--- config.mk ---
export PLATFORM = sky130hd
export DESIGN_NAME = lock_hold_lifecycle_with_deadline_core
export DESIGN_NICKNAME = d
export VERILOG_FILES = /design/src/sv/lhl_pkg.sv /design/src/sv/lock_hold_lifecycle_with_deadline_core.sv /design/src/sv/lhl_in_stage.sv /design/src/sv/lhl_step.sv
export SDC_FILE = /design/constraint.sdc
export NUM_CORES = 1
export LEC_CHECK = 0
export BUFFER_PORTS_ARGS = -buffer_cell sky130_fd_sc_hd__buf_2
export CORE_MARGIN = 2
export CORE_UTILIZATION = 35
export CTS_CLUSTER_SIZE = 20
export DETAILED_ROUTE_END_ITERATION = 10
export PLACE_DENSITY_LB_ADDON = 0.08
export SLEW_MARGIN = 25
export SYNTH_ARGS = -nofsm -noshare
export SYNTH_HDL_FRONTEND = slang
export SYNTH_SLANG_ARGS = --single-unit
--- constraint.sdc ---
create_clock -name clk -period 3.5 [get_ports clk]
set_input_delay 0.175 -clock clk [delete_from_list [all_inputs] [get_ports clk]]
set_output_delay 0.175 -clock clk [all_outputs]
set_load 0.01 [all_outputs]
--- src/sv/lhl_pkg.sv ---
// Types and constants for the lock requester with deadline.
// Used by every module of the block; depends on nothing.
package lhl_pkg;

    typedef enum logic [2:0] {
        LC_IDLE     = 3'd0,
        LC_WAITING  = 3'd1,
        LC_HOLDING  = 3'd2,
        LC_FINISHED = 3'd3,
        LC_INVALID  = 3'd4
    } lhl_state_t;

    typedef enum logic [2:0] {
        STAT_IDLE     = 3'd0,
        STAT_INVALID  = 3'd1,
        STAT_WAITING  = 3'd2,
        STAT_ACQUIRED = 3'd3,
        STAT_HOLDING  = 3'd4,
        STAT_EXPIRED  = 3'd5,
        STAT_RELEASED = 3'd6
    } lhl_status_t;

    localparam logic REQ_BEGIN = 1'b0;
    localparam logic REQ_STEP  = 1'b1;

    localparam logic [31:0] WINDOW_MAX = 32'h7FFF_FFFF;

    typedef struct packed {
        logic        req_type;
        logic [31:0] now_ms;
        logic [31:0] window_ms;
        logic        continue_holding;
        logic        lock_granted;
    } lhl_item_t;

    typedef struct packed {
        logic        begin_accepted;
        lhl_status_t step_status;
        logic        lock_attempt;
        logic        release_pulse;
    } lhl_result_t;

    typedef struct packed {
        lhl_state_t  state;
        logic [31:0] deadline_ms;
        logic        owns_lock;
    } lhl_ctx_t;

endpackage

--- src/sv/lock_hold_lifecycle_with_deadline_core.sv ---
// Lock requester with acquisition deadline, top level.
// Path from input beat to result beat: input register, then result register.
// Throughput: one item per cycle while out_stall is low; the lifecycle update is one pass of lhl_step.
// Output stall backs up through the input register to in_stall.
// Reset (rst_n, async low): state idle, deadline 0, lock not owned, hooks_present 1.
module lock_hold_lifecycle_with_deadline_core (
    input  logic        clk,
    input  logic        rst_n,
    input  logic        cfg_valid,
    output logic        cfg_ready,
    input  logic        cfg_data,
    input  logic        in_valid,
    output logic        in_stall,
    input  logic        req_type,
    input  logic [31:0] now_ms,
    input  logic [31:0] window_ms,
    input  logic        continue_holding,
    input  logic        lock_granted,
    output logic        out_valid,
    input  logic        out_stall,
    output logic        begin_accepted,
    output logic [2:0]  step_status,
    output logic        lock_attempt,
    output logic        release_pulse
);
    import lhl_pkg::*;

    lhl_item_t   in_item;
    lhl_item_t   item;
    logic        item_valid;
    logic        advance;
    lhl_ctx_t    ctx_reg;
    lhl_ctx_t    ctx_next;
    lhl_result_t result;
    lhl_result_t result_reg;
    logic        out_valid_reg;
    logic        out_valid_next;
    logic        hooks_reg;

    assign in_item.req_type         = req_type;
    assign in_item.now_ms           = now_ms;
    assign in_item.window_ms        = window_ms;
    assign in_item.continue_holding = continue_holding;
    assign in_item.lock_granted     = lock_granted;

    lhl_in_stage u_in (
        .clk        (clk),
        .rst_n      (rst_n),
        .in_valid   (in_valid),
        .in_stall   (in_stall),
        .in_item    (in_item),
        .take       (advance),
        .item_valid (item_valid),
        .item       (item)
    );

    lhl_step u_step (
        .item          (item),
        .ctx           (ctx_reg),
        .hooks_present (hooks_reg),
        .ctx_next      (ctx_next),
        .result        (result)
    );

    // advance when the result slot is free or draining this cycle
    assign advance        = item_valid && (!out_valid_reg || !out_stall);
    assign out_valid_next = advance || (out_valid_reg && out_stall);
    assign cfg_ready      = 1'b1;

    always_ff @(posedge clk or negedge rst_n)
    begin
        if (!rst_n)
        begin
            ctx_reg.state       <= LC_IDLE;
            ctx_reg.deadline_ms <= 32'd0;
            ctx_reg.owns_lock   <= 1'b0;
            out_valid_reg       <= 1'b0;
            hooks_reg           <= 1'b1;
        end
        else
        begin
            out_valid_reg <= out_valid_next;
            if (advance)
            begin
                ctx_reg <= ctx_next;
            end
            if (cfg_valid && cfg_ready)
            begin
                hooks_reg <= cfg_data;
            end
        end
    end

    always_ff @(posedge clk)
    begin
        if (advance)
        begin
            result_reg <= result;
        end
    end

    assign out_valid      = out_valid_reg;
    assign begin_accepted = result_reg.begin_accepted;
    assign step_status    = result_reg.step_status;
    assign lock_attempt   = result_reg.lock_attempt;
    assign release_pulse  = result_reg.release_pulse;

endmodule

--- src/sv/lhl_in_stage.sv ---
// Input register of the lock requester: captures one item beat and holds it
// until the step logic consumes it. Depends on lhl_pkg.
module lhl_in_stage (
    input  logic               clk,
    input  logic               rst_n,
    input  logic               in_valid,
    output logic               in_stall,
    input  lhl_pkg::lhl_item_t in_item,
    input  logic               take,
    output logic               item_valid,
    output lhl_pkg::lhl_item_t item
);
    import lhl_pkg::*;

    logic      valid_reg;
    logic      valid_next;
    lhl_item_t item_reg;
    logic      load;

    assign in_stall   = valid_reg && !take;
    assign load       = in_valid && !in_stall;
    assign valid_next = load || (valid_reg && !take);

    always_ff @(posedge clk or negedge rst_n)
    begin
        if (!rst_n)
        begin
            valid_reg <= 1'b0;
        end
        else
        begin
            valid_reg <= valid_next;
        end
    end

    always_ff @(posedge clk)
    begin
        if (load)
        begin
            item_reg <= in_item;
        end
    end

    assign item_valid = valid_reg;
    assign item       = item_reg;

endmodule

--- src/sv/lhl_step.sv ---
// Combinational lifecycle update for one item: next context and result.
// Depends on lhl_pkg.
module lhl_step (
    input  lhl_pkg::lhl_item_t   item,
    input  lhl_pkg::lhl_ctx_t    ctx,
    input  logic                 hooks_present,
    output lhl_pkg::lhl_ctx_t    ctx_next,
    output lhl_pkg::lhl_result_t result
);
    import lhl_pkg::*;

    logic [31:0] sum_ms;
    logic [31:0] diff_ms;
    logic        deadline_passed;
    logic        may_begin;
    logic        bad_begin;

    assign sum_ms          = item.now_ms + item.window_ms;
    assign diff_ms         = item.now_ms - ctx.deadline_ms;
    // wrap-safe compare: reached once the difference is non-negative
    assign deadline_passed = !diff_ms[31];
    assign may_begin       = !ctx.owns_lock && (ctx.state == LC_IDLE ||
                             ctx.state == LC_FINISHED || ctx.state == LC_INVALID);
    assign bad_begin       = !hooks_present || (item.window_ms == 32'd0) ||
                             (item.window_ms > WINDOW_MAX);

    always_comb
    begin
        ctx_next              = ctx;
        result.begin_accepted = 1'b0;
        result.step_status    = STAT_IDLE;
        result.lock_attempt   = 1'b0;
        result.release_pulse  = 1'b0;

        if (item.req_type == REQ_BEGIN)
        begin
            if (may_begin)
            begin
                if (bad_begin)
                begin
                    ctx_next.state = LC_INVALID;
                end
                else
                begin
                    ctx_next.deadline_ms  = sum_ms;
                    ctx_next.state        = LC_WAITING;
                    result.begin_accepted = 1'b1;
                end
            end
        end
        else if (!hooks_present)
        begin
            // hooks gone: force invalid, keep ownership as it is
            ctx_next.state     = LC_INVALID;
            result.step_status = STAT_INVALID;
        end
        else
        begin
            unique case (ctx.state)
                LC_IDLE, LC_FINISHED:
                begin
                    result.step_status = STAT_IDLE;
                end
                LC_INVALID:
                begin
                    result.step_status = STAT_INVALID;
                end
                LC_WAITING:
                begin
                    if (!item.continue_holding || deadline_passed)
                    begin
                        ctx_next.state     = LC_FINISHED;
                        result.step_status = STAT_EXPIRED;
                    end
                    else
                    begin
                        result.lock_attempt = 1'b1;
                        if (item.lock_granted)
                        begin
                            ctx_next.owns_lock = 1'b1;
                            ctx_next.state     = LC_HOLDING;
                            result.step_status = STAT_ACQUIRED;
                        end
                        else
                        begin
                            result.step_status = STAT_WAITING;
                        end
                    end
                end
                LC_HOLDING:
                begin
                    if (!item.continue_holding)
                    begin
                        result.release_pulse = ctx.owns_lock;
                        ctx_next.owns_lock   = 1'b0;
                        ctx_next.state       = LC_FINISHED;
                        result.step_status   = STAT_RELEASED;
                    end
                    else
                    begin
                        result.step_status = STAT_HOLDING;
                    end
                end
                default:
                begin
                    result.step_status = STAT_IDLE;
                end
            endcase
        end
    end

endmodule

==> After elaboration in Yosys (flattened, before gate mapping) <==
Cells that the tools add are included.
{ "totals": {"output_inout_bits": 9, "regBits": 112, "wordCells": 86, "inputBits": 73} }
{ "classes": {"order_cmp": 1, "n_addsub": 2, "n_reduce_logical": 32, "mux": 20, "n_bitwise": 5, "n_eq_ne": 10} }
{ "ops": {"columns": ["op", "n"], "rows": [
  ["35-bit 2-to-1 mux", 1],
  ["32-bit adder", 1],
  ["32-bit by 31-bit greater-than comparator with 1-bit output (second input constant)", 1],
  ["32-bit zero test", 1],
  ["32-bit 2-to-1 mux", 1],
  ["32-bit subtractor", 1],
  ["3-bit 2-to-1 mux", 7],
  ["3-bit one-hot mux with 3 select lines", 1],
  ["1-bit zero test", 8],
  ["1-bit logical OR", 8],
  ["1-bit 2-to-1 mux", 7],
  ["7-bit AND reduction", 1],
  ["3-bit by 2-bit == test with 1-bit output (second input constant)", 2],
  ["2-bit inequality test (second input constant)", 3],
  ["3-bit one-hot mux with 2 select lines", 1],
  ["1-bit logical AND", 5],
  ["5-bit by 4-bit inequality test with 1-bit output (second input constant)", 1],
  ["1-bit NOT", 5],
  ["5-bit AND reduction", 1],
  ["4-bit by 2-bit inequality test with 1-bit output (second input constant)", 1],
  ["4-bit inequality test (second input constant)", 1],
  ["4-bit AND reduction", 1],
  ["2-bit nonzero test", 2],
  ["4-bit OR reduction", 1],
  ["other kinds (8)", 8]
]} }

==> Depth between registers and ports, before layout <==
{ "depth": {"word_depth": 8, "depth_mapped": 11, "depth_no_buf": 11} }

==> Modules after synthesis <==
From an unflattened synthesis, not the netlist that was laid out.
{ "unflattened": {"cells_unflattened": 646, "hier_area_um2": 7011.7} }
{ "modules_own_cells": {"columns": ["mod", "cells_per_inst", "area_per_inst_um2", "instances", "seq_area_each_um2"], "rows": [
  ["lhl_step", 485, 3181.8, 1, 0.0],
  ["lhl_in_stage", 72, 2069.5, 1, 2037.0],
  ["lock_hold_lifecycle_with_deadline_core", 89, 1760.4, 1, 1132.3]
]} }

==> Worst setup path after synthesis <==
Ideal clock, no wire load.
{ "synth_timing": {"kind": "reg2reg", "from": "reg out_valid_reg, in the netlist out_valid", "to": "reg u_in.item_reg, in the netlist u_in.item[0], enable pin", "t_arrival_ns": 2.116, "path_slack_ns": 0.952, "setup_ns": 0.432, "period_less_slack_ns": 2.548, "required_ns": 3.068, "path_buffers": 0, "stages_incl_launch_ff": 3, "path_cell_list": "dfrtp_1 -> nand3_1 -> and2_1"} }
{ "synth_between": {"elab_chain_len": 7} }
{ "synth_lines": {"columns": ["item", "line", "rtl"], "rows": [
  ["start, declared", "lock_hold_lifecycle_with_deadline_core.sv:36", "logic out_valid_reg;"],
  ["start signal, assigned", "lock_hold_lifecycle_with_deadline_core.sv:82", "out_valid_reg <= out_valid_next;"],
  ["1-bit zero test", "lock_hold_lifecycle_with_deadline_core.sv:66", "assign advance = item_valid && (!out_valid_reg || !out_stall);"],
  ["1-bit logical OR", "lock_hold_lifecycle_with_deadline_core.sv:66", null],
  ["1-bit logical AND", "lock_hold_lifecycle_with_deadline_core.sv:66", null],
  ["1-bit zero test", "lhl_in_stage.sv:20", "assign in_stall = valid_reg && !take;"],
  ["1-bit logical AND", "lhl_in_stage.sv:20", null],
  ["1-bit zero test", "lhl_in_stage.sv:21", "assign load = in_valid && !in_stall;"],
  ["1-bit logical AND", "lhl_in_stage.sv:21", null],
  ["net u_in.load", "lhl_in_stage.sv:18", "logic load;"],
  ["end signal, assigned", "lhl_in_stage.sv:40", "item_reg <= in_item;"],
  ["end, declared", "lhl_in_stage.sv:17", "lhl_item_t item_reg;"]
]} }
The timed path passes the listed nets, and every way through them passes these cells.
A chain may end at the register's enable or synchronous reset.

==> Worst setup path in the final report <==
{ "layout_timing": {"from": "reg u_in.item_reg, in the netlist u_in.item[50]", "to": "reg ctx_reg[30] in the netlist's numbering"} }
{ "layout_between": {"elab_chain_len": 1} }
{ "layout_lines": {"columns": ["item", "line", "rtl"], "rows": [
  ["32-bit adder", "lhl_step.sv:18", "assign sum_ms = item.now_ms + item.window_ms;"],
  ["end signal, assigned", "lock_hold_lifecycle_with_deadline_core.sv:85", "ctx_reg <= ctx_next;"],
  ["end, declared", "lock_hold_lifecycle_with_deadline_core.sv:32", "lhl_ctx_t ctx_reg;"]
]} }
No other way between the ends.

==> flow_summary.json <==
{
  "dr_total_vias": 4734,
  "rsz0062_at_grt": "no",
  "synth_top_family_by_area": "compound AO/OA/AOI/OAI gates",
  "ys_ff_latch": 112,
  "grt_pass1_wl_um": 23000,
  "die_h_um": 138,
  "synth_fa_ha_area_share_pct": 12.5,
  "seqCellArea_um2": 3170,
  "min_period_ns": 2.78,
  "fin_nets": 854,
  "gp_congestion": 0.858,
  "die_width_um": 138,
  "synth_top_cell_by_area": "edfxtp_1",
  "grt_start_max_net_pins": 40,
  "firstDrtPassIters": 5,
  "fmax_mhz": 359,
  "io_pins": 82,
  "antenna_found_initial": 0,
  "drc_errors": 0,
  "n_antenna_cell": 0,
  "drtIter0Drc": 238,
  "syn-num-nets": 705,
  "avgSynthCellArea_um2": 11.0,
  "synthFlopType": "edfxtp_1",
  "synthCells": 570,
  "final_cell_mix": "79 x buf_2, 73 x edfxtp_1, 65 x dlygate4sd3_1",
  "nFillCells": 1646,
  "ant_nets": 0,
  "drt-total-wl_um": 14400,
  "leakage_nw": 3.33,
  "core-area_um2": 17400,
  "required_ns": 3.80,
  "layout_commonest_cell": "buf_2",
  "path_class": "flip-flop to flip-flop",
  "fin_crit_sh_pct": 79.6,
  "maxCapViolCount": 0,
  "initial_core_util_pct": 36.0,
  "worstPathMaxFanout": 6,
  "worst-slew-pin-transition_ns": 0.793,
  "track_usage_pct": 16.0,
  "slew_headroom_pct": 47.1,
  "io_buffers": 80,
  "worstPathArrival_ns": 3.08,
  "finalSetupViolCount": 0,
  "synth-compound-area-share_pct": 16.8,
  "core.rowCount": 48,
  "synthMuxAreaShare_pct": 1.04,
  "yosysWarnings": 0,
  "timing_hold_violations_final": 0,
  "wl_per_cell_um": 15.2,
  "drv_slew": 0,
  "htree_levels": 3,
  "multi_input_area_um2": 2840,
  "drive_above_1_share_pct": 16.2,
  "placed_area_um2": 6940,
  "pre_cts_ws_ns": 0.754,
  "synth_cell_types": 67,
  "ctsResizeCount": 0,
  "synth-simple-area-share_pct": 11.5,
  "status": "finished, final reports clean",
  "yosys-top-cells-area": "edfxtp_1 35%, dfrtp_1 15%, ha_1 12%",
  "crit_path_start_kind": "flip-flop",
  "largest_reg_flops": 67,
  "peakVddDrop_uv": 285,
  "p_total_mw": 4.20,
  "avgViaCountPerCell": 4.99,
  "cts_num_sinks": 112,
  "clock-root-buffer": "clkbuf_16",
  "netlist_area_um2": 6250,
  "dpl.cell_count": 868,
  "postLayoutCellArea_um2": 7900,
  "critPathCaptureType": "flip-flop",
  "syn_to_final_growth_pct": 26.4,
  "whs_ns": 0.00710,
  "yosys.area.top_type_share_pct": 35.1,
  "tns_ns": 0,
  "cts_tree": "yes",
  "clkTransAtPathRegs_ns": 0.07,
  "insertion_delay_ns": 0.36,
  "numCtsBuffers": 9,
  "synth_enable_flop_cells": 73,
  "skew_ns": 0.00749,
  "layout.cells.non_filler": 949,
  "power_density_nw_per_um2": 532,
  "min_path_type": "input port to flip-flop",
  "die-area_um2": 18900,
  "place_hpwl_um": 10700,
  "ys_seq_area_share_pct": 50.7,
  "layout_setup_ws_ns": 0.716,
  "gr-total-overflow": 0,
  "fin_util_pct": 45.5,
  "grt_pass1_vias": 4550,
  "async_flop_share_pct": 34.8,
  "cts.path.max_buffers": 2,
  "synth-xor-area-share_pct": 3.50
}
[per-layer routing]
layer | GRT usage [%] | vias to the layer above | wire [um]
met5 | 0 | - | 0
met4 | 5.04 | 0 | 225
met3 | 3.09 | 15 | 541
met2 | 24.6 | 105 | 6310
met1 | 22.7 | 2216 | 7330
li1 | - | 2398 | -
[synthesized netlist by cell type (10+ instances only)]
cell type / count
edfxtp_1: 73
nand2_1: 63
ha_1: 61
inv_1: 48
a21oi_1: 42
dfrtp_1: 38
o21ai_1: 30
o21ai_0: 19
nor2_1: 18
xnor2_1: 14
o21a_1: 12
xor2_1: 11
nand2b_1: 10
nor4_1: 10
[cell families after synthesis]
group	count (synthesis)
AO/OA/AOI/OAI	158
XOR/XNOR	25
adder cells (fa/ha/maj)	62
buffers and inverters	58
flip-flops	112
multiplexers	6
other	1
AND/OR/NAND/NOR	148
[area by class of cell]
class,instances,area share [%]
inverters,48,2.28
multi-input cells,400,36.0
repair buffers,148,14.1
flip-flops and latches,112,40.1
clock buffers,9,2.85
clock inverters,7,1.09
well taps,225,3.56
[report_power, final]
group	leakage (nW)	internal, mW	total, mW	switching [mW]
Combinational	1.99	0.568	1.26	0.691
Sequential	1.19	1.69	1.84	0.158
Clock	0.153	0.622	1.10	0.479
[what timing repair did]
item	in CTS	in global routing
hold buffers	65	0
setup buffers	0	0
hold endpoints to repair	102	0
[critical path, stage by stage (launching register included)]
cell and delay (ns):
edfxtp_1 0.46, ha_1 0.40, a21oi_1 0.32, o21ai_1 0.16, a311oi_1 0.37, o21ai_0 0.16
a21oi_2 0.24, o21ai_1 0.15, a311o_1 0.38, nand3_1 0.07
[worst paths after layout]
| check | from | slack [ns] | to | cells past startpoint |
|---|---|---|---|---|
| setup / recovery | u_in.item[50]$_DFFE_PP_ | 0.72 | ctx_reg[30]$_DFFE_PN0P_ | 9 |
| hold / removal | window_ms[28] | 0.007 | u_in.item[30]$_DFFE_PP_ | 1 |
| setup reg to reg | u_in.item[50]$_DFFE_PP_ | 0.72 | ctx_reg[30]$_DFFE_PN0P_ | 9 |
| hold reg to reg | ctx_reg[4]$_DFFE_PN0P_ | 0.48 | ctx_reg[4]$_DFFE_PN0P_ | 2 |
| max in group asynchronous | rst_n | 2.75 | ctx_reg[21]$_DFFE_PN0P_ | 2 |
| min in group asynchronous | rst_n | 0.36 | ctx_reg[4]$_DFFE_PN0P_ | 2 |
Power figures use the tool's default switching activity.
